--- config.mk ---
export PLATFORM = sky130hd
export DESIGN_NAME = load_cell_calibrate_filter
export DESIGN_NICKNAME = d
export VERILOG_FILES = /design/src/sv/lccf_pkg.sv /design/src/sv/lccf_front.sv /design/src/sv/lccf_queue.sv /design/src/sv/lccf_back.sv /design/src/sv/load_cell_calibrate_filter.sv
export SDC_FILE = /design/constraint.sdc
export NUM_CORES = 2
export LEC_CHECK = 0
export ABC_AREA = 1
export BUFFER_PORTS_ARGS = -buffer_cell sky130_fd_sc_hd__buf_2
export CELL_PAD_IN_SITES_DETAIL_PLACEMENT = 0
export CELL_PAD_IN_SITES_GLOBAL_PLACEMENT = 1
export CORE_MARGIN = 3
export CORE_UTILIZATION = 45
export DETAILED_ROUTE_END_ITERATION = 8
export PLACE_DENSITY = 0.77
export SLEW_MARGIN = 15
export SYNTH_ARGS = -nofsm -noshare
export SYNTH_HDL_FRONTEND = slang
export SYNTH_SLANG_ARGS = --single-unit
--- constraint.sdc ---
create_clock -name clk -period 6.8 [get_ports clk]
set_input_delay 1.36 -clock clk [delete_from_list [all_inputs] [get_ports clk]]
set_output_delay 1.36 -clock clk [all_outputs]
set_load 0.03 [all_outputs]
--- src/sv/lccf_pkg.sv ---
`timescale 1ns / 1ps
// Shared types, constants and helpers for the load-cell calibrate/filter block.
// Used by every module of the block; depends on nothing else.
package lccf_pkg;

  // Sizes of the data path.
  localparam int SAMPLE_BITS  = 27;
  localparam int CFG_BITS     = 32;
  localparam int WIN_BITS     = 31;
  localparam int W_BITS       = 40;
  localparam int ACC_BITS     = 48;
  localparam int HISTORY_LEN  = 3;
  localparam int MIN_AGREE    = 2;
  localparam int AGREE_MAX    = (HISTORY_LEN > MIN_AGREE) ? HISTORY_LEN : MIN_AGREE;
  localparam int AGREE_BITS   = $clog2(AGREE_MAX + 1);

  // Gain is Q8.24 and weights are Q.8, so the product drops 16 fraction bits.
  localparam int GAIN_SHIFT   = 16;
  localparam int PROD_BITS    = SAMPLE_BITS + CFG_BITS;

  // One tenth as Q0.16, applied with a floor shift.
  localparam int TENTH_BITS   = 14;
  localparam int TENTH_SHIFT  = 16;
  localparam logic signed [TENTH_BITS-1:0] TENTH_Q16 = 14'sd6554;

  // Width used for saturating helpers.
  localparam int SAT_IN_BITS  = 64;

  // Queue between front and back.
  localparam int QUEUE_DEPTH  = 2;

  // Register reset values.
  localparam logic [CFG_BITS-1:0] GAIN_RESET   = 32'h0100_0000;
  localparam logic [WIN_BITS-1:0] WINDOW_RESET = 31'd25600;

  localparam int CFG_ADDR_BITS = 2;

  typedef enum logic [CFG_ADDR_BITS-1:0] {
    REG_GAIN   = 2'd0,
    REG_ZERO   = 2'd1,
    REG_TARE   = 2'd2,
    REG_WINDOW = 2'd3
  } cfg_reg_t;

  // Calibration settings seen by the front end.
  typedef struct packed {
    logic [CFG_BITS-1:0] gain;
    logic [CFG_BITS-1:0] zero_offset;
    logic [CFG_BITS-1:0] tare_offset;
    logic [WIN_BITS-1:0] window;
  } cfg_t;

  // One classified sample handed from front to back.
  typedef struct packed {
    logic [SAMPLE_BITS-1:0] raw;
    logic [W_BITS-1:0]      weight;
    logic                   ok;
  } item_t;

  // Saturate a sign-extended value to the weight width.
  function automatic logic [W_BITS-1:0] sat_weight(input logic [SAT_IN_BITS-1:0] v);
    logic [W_BITS-1:0] res;
    if ((&v[SAT_IN_BITS-1:W_BITS-1]) || !(|v[SAT_IN_BITS-1:W_BITS-1])) begin
      res = v[W_BITS-1:0];
    end else if (v[SAT_IN_BITS-1]) begin
      res = {1'b1, {(W_BITS-1){1'b0}}};
    end else begin
      res = {1'b0, {(W_BITS-1){1'b1}}};
    end
    return res;
  endfunction

endpackage

--- src/sv/lccf_front.sv ---
`timescale 1ns / 1ps
// Front end: takes raw samples, calibrates them and grades them against history.
// Depends on lccf_pkg.
module lccf_front import lccf_pkg::*; (
  input  logic                   clk,
  input  logic                   rst_n,
  input  cfg_t                   cfg,
  input  logic                   in_push,
  output logic                   in_full,
  input  logic [SAMPLE_BITS-1:0] in_raw_sample,
  output logic                   q_push,
  input  logic                   q_full,
  output item_t                  q_item
);

  localparam int SHIFT_BITS = PROD_BITS - GAIN_SHIFT;
  localparam int SUM_BITS   = SHIFT_BITS + 2;
  localparam int DIFF_BITS  = W_BITS + 1;

  typedef enum logic [1:0] {F_IDLE, F_MUL, F_SUM, F_CMP} fstate_t;

  fstate_t                        state_r, state_nxt;
  logic [SAMPLE_BITS-1:0]         raw_r;
  logic signed [PROD_BITS-1:0]    prod_r, prod_nxt;
  logic signed [W_BITS-1:0]       w_r, w_nxt;
  logic signed [W_BITS-1:0]       hist_r [HISTORY_LEN];
  logic signed [SHIFT_BITS-1:0]   shifted;
  logic signed [SUM_BITS-1:0]     sum;
  logic [HISTORY_LEN-1:0]         agree_vec;
  logic [AGREE_BITS-1:0]          agree_cnt;
  logic                           ok;

  assign in_full = (state_r != F_IDLE);
  assign q_push  = (state_r == F_CMP) && !q_full;

  // Raw times gain, full precision.
  assign prod_nxt = $signed(raw_r) * $signed(cfg.gain);

  // Floor shift to Q.8, add both offsets, saturate to the weight width.
  assign shifted = prod_r[PROD_BITS-1:GAIN_SHIFT];
  assign sum = SUM_BITS'(shifted) + SUM_BITS'($signed(cfg.zero_offset))
             + SUM_BITS'($signed(cfg.tare_offset));
  assign w_nxt = $signed(sat_weight(SAT_IN_BITS'(sum)));

  // Count history entries within the window.
  always_comb begin
    logic signed [DIFF_BITS-1:0] diff;
    logic [DIFF_BITS-1:0]        mag;
    agree_cnt = '0;
    for (int i = 0; i < HISTORY_LEN; i++) begin
      diff = DIFF_BITS'(w_r) - DIFF_BITS'(hist_r[i]);
      mag  = diff[DIFF_BITS-1] ? DIFF_BITS'(-diff) : DIFF_BITS'(diff);
      agree_vec[i] = mag < {{(DIFF_BITS-WIN_BITS){1'b0}}, cfg.window};
      agree_cnt = agree_cnt + AGREE_BITS'(agree_vec[i]);
    end
  end

  assign ok = agree_cnt >= AGREE_BITS'(MIN_AGREE);

  assign q_item.raw    = raw_r;
  assign q_item.weight = w_r;
  assign q_item.ok     = ok;

  // Sequencer: multiply, sum, then compare and hand over.
  always_comb begin
    state_nxt = state_r;
    unique case (state_r)
      F_IDLE: if (in_push) state_nxt = F_MUL;
      F_MUL:  state_nxt = F_SUM;
      F_SUM:  state_nxt = F_CMP;
      F_CMP:  if (!q_full) state_nxt = F_IDLE;
      default: state_nxt = F_IDLE;
    endcase
  end

  always_ff @(posedge clk) begin
    if (!rst_n) begin
      state_r <= F_IDLE;
      for (int i = 0; i < HISTORY_LEN; i++) begin
        hist_r[i] <= '0;
      end
    end else begin
      state_r <= state_nxt;
      if (q_push) begin
        for (int i = HISTORY_LEN - 1; i > 0; i--) begin
          hist_r[i] <= hist_r[i-1];
        end
        hist_r[0] <= w_r;
      end
    end
  end

  // Payload registers.
  always_ff @(posedge clk) begin
    if (state_r == F_IDLE && in_push) begin
      raw_r <= in_raw_sample;
    end
    if (state_r == F_MUL) begin
      prod_r <= prod_nxt;
    end
    if (state_r == F_SUM) begin
      w_r <= w_nxt;
    end
  end

endmodule

--- src/sv/lccf_queue.sv ---
`timescale 1ns / 1ps
// Short register queue that decouples the front end from the filter back end.
// Depends on lccf_pkg.
module lccf_queue import lccf_pkg::*; (
  input  logic  clk,
  input  logic  rst_n,
  input  logic  push,
  input  item_t push_item,
  output logic  full,
  input  logic  pop,
  output logic  valid,
  output item_t pop_item
);

  localparam int PTR_BITS = (QUEUE_DEPTH > 1) ? $clog2(QUEUE_DEPTH) : 1;
  localparam int CNT_BITS = $clog2(QUEUE_DEPTH + 1);

  item_t               mem_r [QUEUE_DEPTH];
  logic [PTR_BITS-1:0] wr_ptr_r, rd_ptr_r;
  logic [CNT_BITS-1:0] cnt_r;
  logic                do_push, do_pop;

  assign full     = (cnt_r == CNT_BITS'(QUEUE_DEPTH));
  assign valid    = (cnt_r != '0);
  assign do_push  = push && !full;
  assign do_pop   = pop && valid;
  assign pop_item = mem_r[rd_ptr_r];

  // Pointers and fill count.
  always_ff @(posedge clk) begin
    if (!rst_n) begin
      wr_ptr_r <= '0;
      rd_ptr_r <= '0;
      cnt_r    <= '0;
    end else begin
      if (do_push) begin
        wr_ptr_r <= (wr_ptr_r == PTR_BITS'(QUEUE_DEPTH - 1)) ? '0 : wr_ptr_r + 1'b1;
      end
      if (do_pop) begin
        rd_ptr_r <= (rd_ptr_r == PTR_BITS'(QUEUE_DEPTH - 1)) ? '0 : rd_ptr_r + 1'b1;
      end
      if (do_push && !do_pop) begin
        cnt_r <= cnt_r + 1'b1;
      end else if (do_pop && !do_push) begin
        cnt_r <= cnt_r - 1'b1;
      end
    end
  end

  // Entry storage.
  always_ff @(posedge clk) begin
    if (do_push) begin
      mem_r[wr_ptr_r] <= push_item;
    end
  end

endmodule

--- src/sv/lccf_back.sv ---
`timescale 1ns / 1ps
// Back end: runs the exponential filter on accepted samples and holds the result.
// Depends on lccf_pkg.
module lccf_back import lccf_pkg::*; (
  input  logic                     clk,
  input  logic                     rst_n,
  input  logic                     q_valid,
  input  item_t                    q_item,
  output logic                     q_pop,
  output logic                     out_empty,
  input  logic                     out_pop,
  output logic [SAMPLE_BITS-1:0]   out_raw_echo,
  output logic signed [W_BITS-1:0] out_calibrated_weight,
  output logic                     out_accepted,
  output logic signed [W_BITS-1:0] out_held_weight,
  output logic signed [W_BITS-1:0] out_filtered_weight
);

  localparam int TPROD_BITS = ACC_BITS + TENTH_BITS;
  localparam int TEN_BITS   = TPROD_BITS - TENTH_SHIFT;
  localparam int ASUM_BITS  = ACC_BITS + 2;

  typedef enum logic [1:0] {B_IDLE, B_ACC, B_TENTH, B_OUT} bstate_t;

  bstate_t                      state_r, state_nxt;
  item_t                        item_r;
  logic signed [ACC_BITS-1:0]   acc_r, acc_nxt;
  logic signed [TEN_BITS-1:0]   tenth_r;
  logic signed [W_BITS-1:0]     held_r, filt_r, filt_nxt;
  logic signed [TPROD_BITS-1:0] tprod;
  logic signed [ASUM_BITS-1:0]  asum;
  logic                         out_valid_r;
  logic                         out_free;

  assign out_empty = !out_valid_r;
  assign out_free  = !out_valid_r || out_pop;
  assign q_pop     = (state_r == B_IDLE) && q_valid;

  // Shared tenth multiplier; tenth_r takes tenth of the accumulator in B_TENTH, after each accumulate.
  assign tprod = acc_r * TENTH_Q16;

  // acc - tenth(acc) + weight, saturated to the accumulator width.
  assign asum = ASUM_BITS'(acc_r) - ASUM_BITS'(tenth_r) + ASUM_BITS'($signed(item_r.weight));
  always_comb begin
    if ((&asum[ASUM_BITS-1:ACC_BITS-1]) || !(|asum[ASUM_BITS-1:ACC_BITS-1])) begin
      acc_nxt = asum[ACC_BITS-1:0];
    end else if (asum[ASUM_BITS-1]) begin
      acc_nxt = {1'b1, {(ACC_BITS-1){1'b0}}};
    end else begin
      acc_nxt = {1'b0, {(ACC_BITS-1){1'b1}}};
    end
  end

  // Filtered weight only moves for an accepted sample.
  assign filt_nxt = item_r.ok ? $signed(sat_weight(SAT_IN_BITS'(tenth_r))) : filt_r;

  // Sequencer.
  always_comb begin
    state_nxt = state_r;
    unique case (state_r)
      B_IDLE:  if (q_valid) state_nxt = q_item.ok ? B_ACC : B_OUT;
      B_ACC:   state_nxt = B_TENTH;
      B_TENTH: state_nxt = B_OUT;
      B_OUT:   if (out_free) state_nxt = B_IDLE;
      default: state_nxt = B_IDLE;
    endcase
  end

  // Control and filter state.
  always_ff @(posedge clk) begin
    if (!rst_n) begin
      state_r     <= B_IDLE;
      acc_r       <= '0;
      tenth_r     <= '0;
      held_r      <= '0;
      filt_r      <= '0;
      out_valid_r <= 1'b0;
    end else begin
      state_r <= state_nxt;
      if (state_r == B_ACC) begin
        acc_r  <= acc_nxt;
        held_r <= $signed(item_r.weight);
      end
      if (state_r == B_TENTH) begin
        tenth_r <= tprod[TPROD_BITS-1:TENTH_SHIFT];
      end
      if (state_r == B_OUT && out_free) begin
        filt_r      <= filt_nxt;
        out_valid_r <= 1'b1;
      end else if (out_pop) begin
        out_valid_r <= 1'b0;
      end
    end
  end

  // Item and result payload.
  always_ff @(posedge clk) begin
    if (q_pop) begin
      item_r <= q_item;
    end
    if (state_r == B_OUT && out_free) begin
      out_raw_echo          <= item_r.raw;
      out_calibrated_weight <= $signed(item_r.weight);
      out_accepted          <= item_r.ok;
      out_held_weight       <= held_r;
      out_filtered_weight   <= filt_nxt;
    end
  end

endmodule

--- src/sv/load_cell_calibrate_filter.sv ---
`timescale 1ns / 1ps
// Load-cell calibration and outlier-rejecting filter, top level.
// A sample passes the front multiply, sum and compare, the queue, then the back
// accumulate, tenth multiply and output; a rejected sample skips accumulate and tenth multiply.
// Front sequencer and back filter each hold one sample at a time; the queue decouples them.
// Reset (rst_n, synchronous) clears registers to defaults, history, accumulator and queue.
module load_cell_calibrate_filter import lccf_pkg::*; (
  input  logic                     clk,
  input  logic                     rst_n,
  input  logic                     cfg_we,
  input  logic [CFG_ADDR_BITS-1:0] cfg_addr,
  input  logic [CFG_BITS-1:0]      cfg_wdata,
  input  logic                     in_push,
  output logic                     in_full,
  input  logic [SAMPLE_BITS-1:0]   in_raw_sample,
  output logic                     out_empty,
  input  logic                     out_pop,
  output logic [SAMPLE_BITS-1:0]   out_raw_echo,
  output logic signed [W_BITS-1:0] out_calibrated_weight,
  output logic                     out_accepted,
  output logic signed [W_BITS-1:0] out_held_weight,
  output logic signed [W_BITS-1:0] out_filtered_weight
);

  cfg_t  cfg_r;
  item_t f_item, q_item;
  logic  f_push, q_full, q_valid, q_pop;

  // Configuration registers.
  always_ff @(posedge clk) begin
    if (!rst_n) begin
      cfg_r.gain        <= GAIN_RESET;
      cfg_r.zero_offset <= '0;
      cfg_r.tare_offset <= '0;
      cfg_r.window      <= WINDOW_RESET;
    end else if (cfg_we) begin
      unique case (cfg_reg_t'(cfg_addr))
        REG_GAIN:   cfg_r.gain        <= cfg_wdata;
        REG_ZERO:   cfg_r.zero_offset <= cfg_wdata;
        REG_TARE:   cfg_r.tare_offset <= cfg_wdata;
        REG_WINDOW: cfg_r.window      <= cfg_wdata[WIN_BITS-1:0];
        default: ;
      endcase
    end
  end

  lccf_front u_front (
    .clk           (clk),
    .rst_n         (rst_n),
    .cfg           (cfg_r),
    .in_push       (in_push),
    .in_full       (in_full),
    .in_raw_sample (in_raw_sample),
    .q_push        (f_push),
    .q_full        (q_full),
    .q_item        (f_item)
  );

  lccf_queue u_queue (
    .clk       (clk),
    .rst_n     (rst_n),
    .push      (f_push),
    .push_item (f_item),
    .full      (q_full),
    .pop       (q_pop),
    .valid     (q_valid),
    .pop_item  (q_item)
  );

  lccf_back u_back (
    .clk                   (clk),
    .rst_n                 (rst_n),
    .q_valid               (q_valid),
    .q_item                (q_item),
    .q_pop                 (q_pop),
    .out_empty             (out_empty),
    .out_pop               (out_pop),
    .out_raw_echo          (out_raw_echo),
    .out_calibrated_weight (out_calibrated_weight),
    .out_accepted          (out_accepted),
    .out_held_weight       (out_held_weight),
    .out_filtered_weight   (out_filtered_weight)
  );

endmodule

* Word-level counts from Yosys, hierarchy flattened
Memory sizes are Yosys's and may differ from the RTL's. A register that Yosys moved wholly into a read port is not among the register bits.
Cells that the tools add are included.
** Storage, ports and cells
- Register bits after elaboration :: 652
- Bits in latches :: 0
- Memory bits (writable) :: 256
- Memory bits (read-only) :: 0
- Input bits :: 66
- Word-level logic and storage cells :: 138
- Memories kept :: 2
** Cells by class
- $add $sub $neg :: 16
- $mul :: 2
- Divide/modulo/power cells :: 0
- Magnitude comparators :: 4
- Equality and inequality tests :: 14
- Shifts and indexed selects :: 0
- Mux-type cells :: 34
- Bitwise logic cells :: 3
- Reduce and logical (&&, ||, !) cells :: 38
** Memories
- u_queue.mem_r :: words 2, bits a word 68, read ports 1, clocked after Yosys merged registers in 1, wr ports 1, RTL line lccf_queue.sv:18 : item_t mem_r [QUEUE_DEPTH];
- u_front.hist_r :: words 3, bits a word 40, read ports 3, clocked after Yosys merged registers in 0, wr ports 3, RTL line lccf_front.sv:26 : logic signed [W_BITS-1:0] hist_r [HISTORY_LEN];
** Operators with widths (number)
- 40-bit 2-to-1 mux :: 8
- 41-bit by 31-bit less-than comparator with 1-bit output :: 3
- 41-bit 2-to-1 mux :: 3
- 41-bit negation :: 3
- 40-bit by 40-bit subtractor with 41-bit output :: 3
- 48-bit 2-to-1 mux :: 2
- 48-bit by 13-bit multiplier with 61-bit output (second input constant) :: 1
- 27-bit by 32-bit multiplier with 59-bit output :: 1
- 49-bit by 40-bit adder with 50-bit output :: 1
- 48-bit by 46-bit subtractor with 49-bit output :: 1
- 44-bit by 32-bit adder with 45-bit output :: 1
- 43-bit by 32-bit adder with 44-bit output :: 1
- 2-bit case mux with 4 select lines :: 2
- 2-bit equality test (second input constant) :: 7
- 2-bit 2-to-1 mux :: 7
- 1-bit 2-to-1 mux :: 12
- 2-bit AND reduction :: 6
- 1-bit logical AND :: 8
- 2-bit nonzero test :: 4
- 1-bit zero test :: 7
- 7-bit AND reduction :: 1
- 7-bit OR reduction :: 1
- 2-bit by 1-bit equality test with 1-bit output (second input constant) :: 3
- 2-bit zero test :: 3
- other kinds (14) :: 22

* Logic depth before layout (Yosys ltp)
- Depth after elaboration :: 8
- Gate-level depth with buffers :: 47
- Mapped depth without buffers :: 46

* Cells and area by module
From an unflattened synthesis, not the netlist that was laid out.
** Unflattened totals
- Cells, all modules :: 12916
- Area, all modules :: 100028.4 um^2
** Modules (own cells, without submodules)
- lccf_front :: instances 1, cells an instance 8199, area an instance 58950.3 um^2, sequential area each 6946.7 um^2
- lccf_back :: instances 1, cells an instance 3661, area an instance 30588.1 um^2, sequential area each 10029.6 um^2
- load_cell_calibrate_filter :: instances 1, cells an instance 807, area an instance 5251.3 um^2, sequential area each 2542.4 um^2
- lccf_queue :: instances 1, cells an instance 249, area an instance 5238.8 um^2, sequential area each 4184.0 um^2

* Worst setup path before layout
Ideal clock, no wire load.
- Kind :: flip-flop to flip-flop
- Start :: reg cfg_r[126] in the netlist's numbering
- End :: reg u_front.prod_r[54], data pin
- Arrival time :: 6534 ps
- Setup slack :: 7 ps
- Cell stages (with the launch flop) :: 28
- Path buffers :: 2
- Period minus slack after synthesis :: 6793 ps
- Cells stage by stage :: dfxtp_1 -> clkbuf_1 -> buf_1 -> nand2_1 -> inv_1 -> fa_1 -> fa_1 -> inv_1 -> fa_1 -> inv_1 -> fa_1 -> fa_1 -> fa_1 -> inv_1 -> fa_1 -> inv_1 -> ha_1 -> a21oi_1 -> inv_1 -> a31oi_1 -> o221ai_1 -> a21oi_1 -> inv_1 -> a31oi_1 -> o21ai_0 -> nand3_1 -> nand2_1 -> xor2_1
** On the way
- Word-level cells in the longest chain between the ends :: 1
** RTL lines
- start: declaration :: RTL line load_cell_calibrate_filter.sv:25 : cfg_t cfg_r;
- 27-bit by 32-bit multiplier with 59-bit output :: RTL line lccf_front.sv:37 : assign prod_nxt = $signed(raw_r) * $signed(cfg.gain);
- named net u_front.prod_nxt[54] :: RTL line lccf_front.sv:24 : logic signed [PROD_BITS-1:0] prod_r, prod_nxt;
- end signal: assignment :: RTL line lccf_front.sv:99 : prod_r <= prod_nxt;
- end: declaration :: RTL line lccf_front.sv:24
The timed path passes the listed nets, and every way through them passes these cells.
A chain may end at the register's enable or synchronous reset.

* Worst setup path in the final report
- Start :: reg u_front.raw_r[15]
- End :: reg u_front.prod_r[45], data pin
** On the way
- Word-level cells in the longest chain between the ends :: 1
** RTL lines
- start: declaration :: RTL line lccf_front.sv:23 : logic [SAMPLE_BITS-1:0] raw_r;
- start signal: assignment :: RTL line lccf_front.sv:96 : raw_r <= in_raw_sample;
- 27-bit by 32-bit multiplier with 59-bit output :: RTL line lccf_front.sv:37
- named net u_front.prod_nxt[45] :: RTL line lccf_front.sv:24
The timed path passes the listed nets, and every way through them passes these cells.

==> flow_results.org <==
** Clock network
- The number of clock buffers added by TritonCTS is around 100.
- Counting along the longest clock path gives a buffer depth of 3.
- Insertion delay of the later-clocked pin in the worst-skew pair :: 820 ps
- Number of H-tree branching levels :: 3
- Clk sink count :: 893
- After clock tree synthesis, the flow added hold-fix buffers numbering 0.
- Clock tree from TritonCTS :: yes
- The tree is rooted in a sky130_fd_sc_hd__clkbuf_16.
- Clock slew at the register clock pins of the worst setup and hold paths :: 60 ps

** Synthesis
- Syn Area/Cell :: 7.92 µm²
- Post-synthesis instance area :: 98400 µm²
- For this run, asynchronously set or reset flops after synthesis account for 0%.
- Sequential cells were found to cover 24.1% of the synthesized design area.
- After synthesis the netlist holds a flip-flop and latch count of 893.
- Among all flip-flop cells after synthesis, the most frequent one is sky130_fd_sc_hd__edfxtp_1.
- Synthesis produced a netlist whose cell count is about 12k.
- Syn Nets :: 14.3k
- Number of enable flip-flop cells after synthesis :: 582
- The number of different library cells used by synthesis comes to 63.
- Total number of yosys warnings :: 0

** Timing
- At the pin with the least slew margin, the transition time is 1110 ps.
- Setup repair after global routing could not meet its margin everywhere.
- Of the available clock period, the critical path in the final layout requires 101%.
- Setup violations remaining at the end of the flow were counted as 4.
- Setup total negative slack on the finished layout was measured at -77.8 ps.
- FMAX :: 146 MHz
- The routed design could run at a clock period as short as 6830 ps.
- Worst slew margin relative to its limit :: 26.2%
- The final-report hold violation count was 0.
- The final count of pins violating max slew is 0.
- Worst setup margin :: -34.4 ps
- Between clock sinks in the finished design, the worst skew comes to around 74 ps.

** Placed design
- Once placement completed, the tool counted placed cells totaling roughly 16k.
- Prior to clock tree synthesis, the placed netlist has a worst setup slack of -549 ps.
- Detailed Place HPWL :: 316000 µm
- Count of port buffers added during placement :: 215
- Global placer's final weighted congestion :: between 1 and 1.5

** Final layout
- The library cell used most frequently in the layout, excluding fill and tap cells, is sky130_fd_sc_hd__inv_1.
- Fraction of final layout cells with drive strength greater than 1 :: 12.9%
- Post-layout instance count excluding filler cells :: 16.2k
- In the layout the commonest cells are sky130_fd_sc_hd__inv_1 (3199), sky130_fd_sc_hd__nand2_1 (2502), sky130_fd_sc_hd__fa_1 (1157), sky130_fd_sc_hd__nor2_1 (949), sky130_fd_sc_hd__buf_4 (724).
- Post-layout net count :: 15.2k
- Post-Route Utilization :: 52.4%
- Relative to the synthesized area, the layout overhead comes to 15.6%.

** Global route
- Maximum number of pins on one net before global-route repair :: 148
- The number of global-route vias before repair is 86.2k.
- For this run, the total global-route usage over all layers was measured as around a third.
- The number of antenna violations at the first check in global routing is 19.
- The first global-routing pass estimated ~550000 µm of wire.
- Residual overflow from global routing :: 0

** Drt
- In this run, the number of DRC markers left after iteration 0 of detailed routing was 6863.
- Using the TritonRoute via totals, the vias-per-cell ratio works out to ~5.2.
- Met1 WL :: between 100000 and 150000 µm
- The detailed router used layers up to and including met5.
- In the routed design, unresolved DRC markers number 0.
- For this block, the routed nets add up to 372000 µm of wire.
- In the detailed route, the total length drawn on met3 is 18800 µm.
- In the detailed route, the total length drawn on met2 is between 150000 and 200000 µm.
- In the final routed layout, each cell accounts on average for 22.9 µm.
- Number of vias in the routed layout :: 84.4k
- First-pass iteration count of the detailed router :: 6
- Detail Route Antenna Nets :: 0

** Worst hold path
- Class of the worst hold path :: reg -> reg

** Setup path
- STA classifies the critical path startpoint as a flop.
- Crit. End Element :: flop
- The critical path is of the reg -> reg type.
- Critical Path Fanout Max :: 7
- In this design, the stage delay of the slowest critical-path cell is 550 ps.
- Most frequent cell on the critical path :: sky130_fd_sc_hd__fa_1
- STA puts the critical path data required time at 7300 ps.
- Critical path arrival :: approximately 7300 ps
- Critical Path Slowest Stage Cell :: sky130_fd_sc_hd__fa_1

** Job
- Number of max-cap violations :: 0

** Floorplan
- Die boundary height :: 474 µm
- The floorplan step defined a die boundary enclosing between 200000 and 250000 µm².
- Count of boundary I/O pins :: 216
- For this configuration, the core starts out at a cell density of 45.3%.
- Standard-cell rows :: 171
- Die outline width :: between 400 and 500 µm
- Placeable core region :: 217000 µm²

** Outcome
- Result of the run :: complete, but fails checks
- The final reports fail on setup timing.
==> cell usage after synthesis, types with 13 or more instances <==
master	count	area share, %
sky130_fd_sc_hd__ha_1	651	8.3
sky130_fd_sc_hd__a21oi_1	694	3.5
sky130_fd_sc_hd__inv_2	31	0.12
sky130_fd_sc_hd__nor4_1	22	0.14
sky130_fd_sc_hd__nand3_2	14	0.14
sky130_fd_sc_hd__buf_1	58	0.22
sky130_fd_sc_hd__nand4_1	129	0.82
sky130_fd_sc_hd__nand3_1	322	1.6
sky130_fd_sc_hd__nand2_2	50	0.32
sky130_fd_sc_hd__o21bai_1	26	0.20
sky130_fd_sc_hd__nor2_4	14	0.16
sky130_fd_sc_hd__dfxtp_1	311	6.3
sky130_fd_sc_hd__nor2_1	977	3.7
sky130_fd_sc_hd__nand2_1	2531	9.6
sky130_fd_sc_hd__a31oi_1	78	0.50
sky130_fd_sc_hd__nor3_1	66	0.34
sky130_fd_sc_hd__o21a_1	40	0.31
sky130_fd_sc_hd__nor2_2	37	0.24
sky130_fd_sc_hd__a21o_1	14	0.11
sky130_fd_sc_hd__fa_1	1201	24
sky130_fd_sc_hd__o21ai_0	502	2.6
sky130_fd_sc_hd__xnor2_1	93	0.83
sky130_fd_sc_hd__o221ai_1	16	0.14
sky130_fd_sc_hd__a21oi_2	15	0.13
sky130_fd_sc_hd__inv_1	3228	12
sky130_fd_sc_hd__buf_2	17	0.086
sky130_fd_sc_hd__nand3b_1	13	0.099
sky130_fd_sc_hd__o211ai_1	21	0.16
sky130_fd_sc_hd__mux2_2	68	0.78
sky130_fd_sc_hd__o22ai_1	31	0.20
sky130_fd_sc_hd__edfxtp_1	582	18
sky130_fd_sc_hd__clkbuf_1	245	0.93
sky130_fd_sc_hd__xor2_1	202	1.8
==> worst max-delay path, delay by kind of cell (launching register included) <==
family	cells	cell delay (ps)
flip-flops	1	430
AND/OR/NAND/NOR	8	940
adder cells (fa/ha/maj)	8	3890
AO/OA/AOI/OAI	2	370
buffers and inverters	10	820
XOR/XNOR	1	110
==> per-stage QoR <==
stage | cell area (µm²) | hold slack [ps]
final | 114000 | 416
after global routing | 114000 | 424
after CTS | 113000 | 419
after detailed placement | 108000 | 405
after global placement | 108000 | 403
after floorplan | 98400 | 400
==> worst paths after layout <==
check / start / to / slack, ps / cells after the start
setup / recovery: u_front.raw_r[15] / u_front.prod_r[45] / -30 / 29
hold / removal: u_back.item_r[63] / u_back.out_raw_echo[22] / 420 / 0
setup reg to reg: u_front.raw_r[15] / u_front.prod_r[45] / -30 / 29
hold reg to reg: u_back.item_r[63] / u_back.out_raw_echo[22] / 420 / 0
==> registers in the layout, summed over array words and instances, names as in the netlist, 40 cells and up, named ones only <==
register / count
u_back.acc_r: 48
u_front.hist_r: 120
u_back.held_r: 40
u_queue.mem_r: 136
u_front.w_r: 40
u_back.out_calibrated_weight: 40
cfg_r: 127
u_back.out_held_weight: 40
u_back.item_r: 68
u_back.out_filtered_weight: 40
u_back.filt_r: 40
u_back.tenth_r: 46
u_front.prod_r: 43
==> layout make-up <==
class	count	area [µm²]
Sequential cell	893	23700
Clock inverter	52	707
Fill cell	20835	104000
Inverter	3265	12300
Multi-Input combinational cell	7935	62200
Antenna cell	20	50.0
Clock buffer	145	2930
Timing Repair Buffer	1045	8360
Tap cell	2854	3570
==> what timing repair did <==
item,in CTS,in global routing
setup buffers,26,29
pin swaps,38,73
cloned,2,5
resized for setup,87,228
setup endpoints to repair,22,27
==> logic make-up after synthesis <==
logic type	Yosys count	synth area share, %
mux	68	0.778
fa+ha+maj	1852	32.7
compound gates	1514	8.45
buf+inv	3598	13.8
simple gates	4205	17.5
flops	893	24.1
xor+xnor	296	2.64
==> per-layer routing <==
| layer | global-route usage, % | vias up |
|---|---|---|
| li1 | - | 39456 |
| met1 | 40.0 | 41423 |
| met2 | 56.1 | 2720 |
| met3 | 3.66 | 747 |
| met4 | 19.3 | 6 |
| met5 | 0 | - |
Power is left out: the tool's default activity adds up to more than one toggle a clock period on the data nets, which glitch-free logic cannot reach.
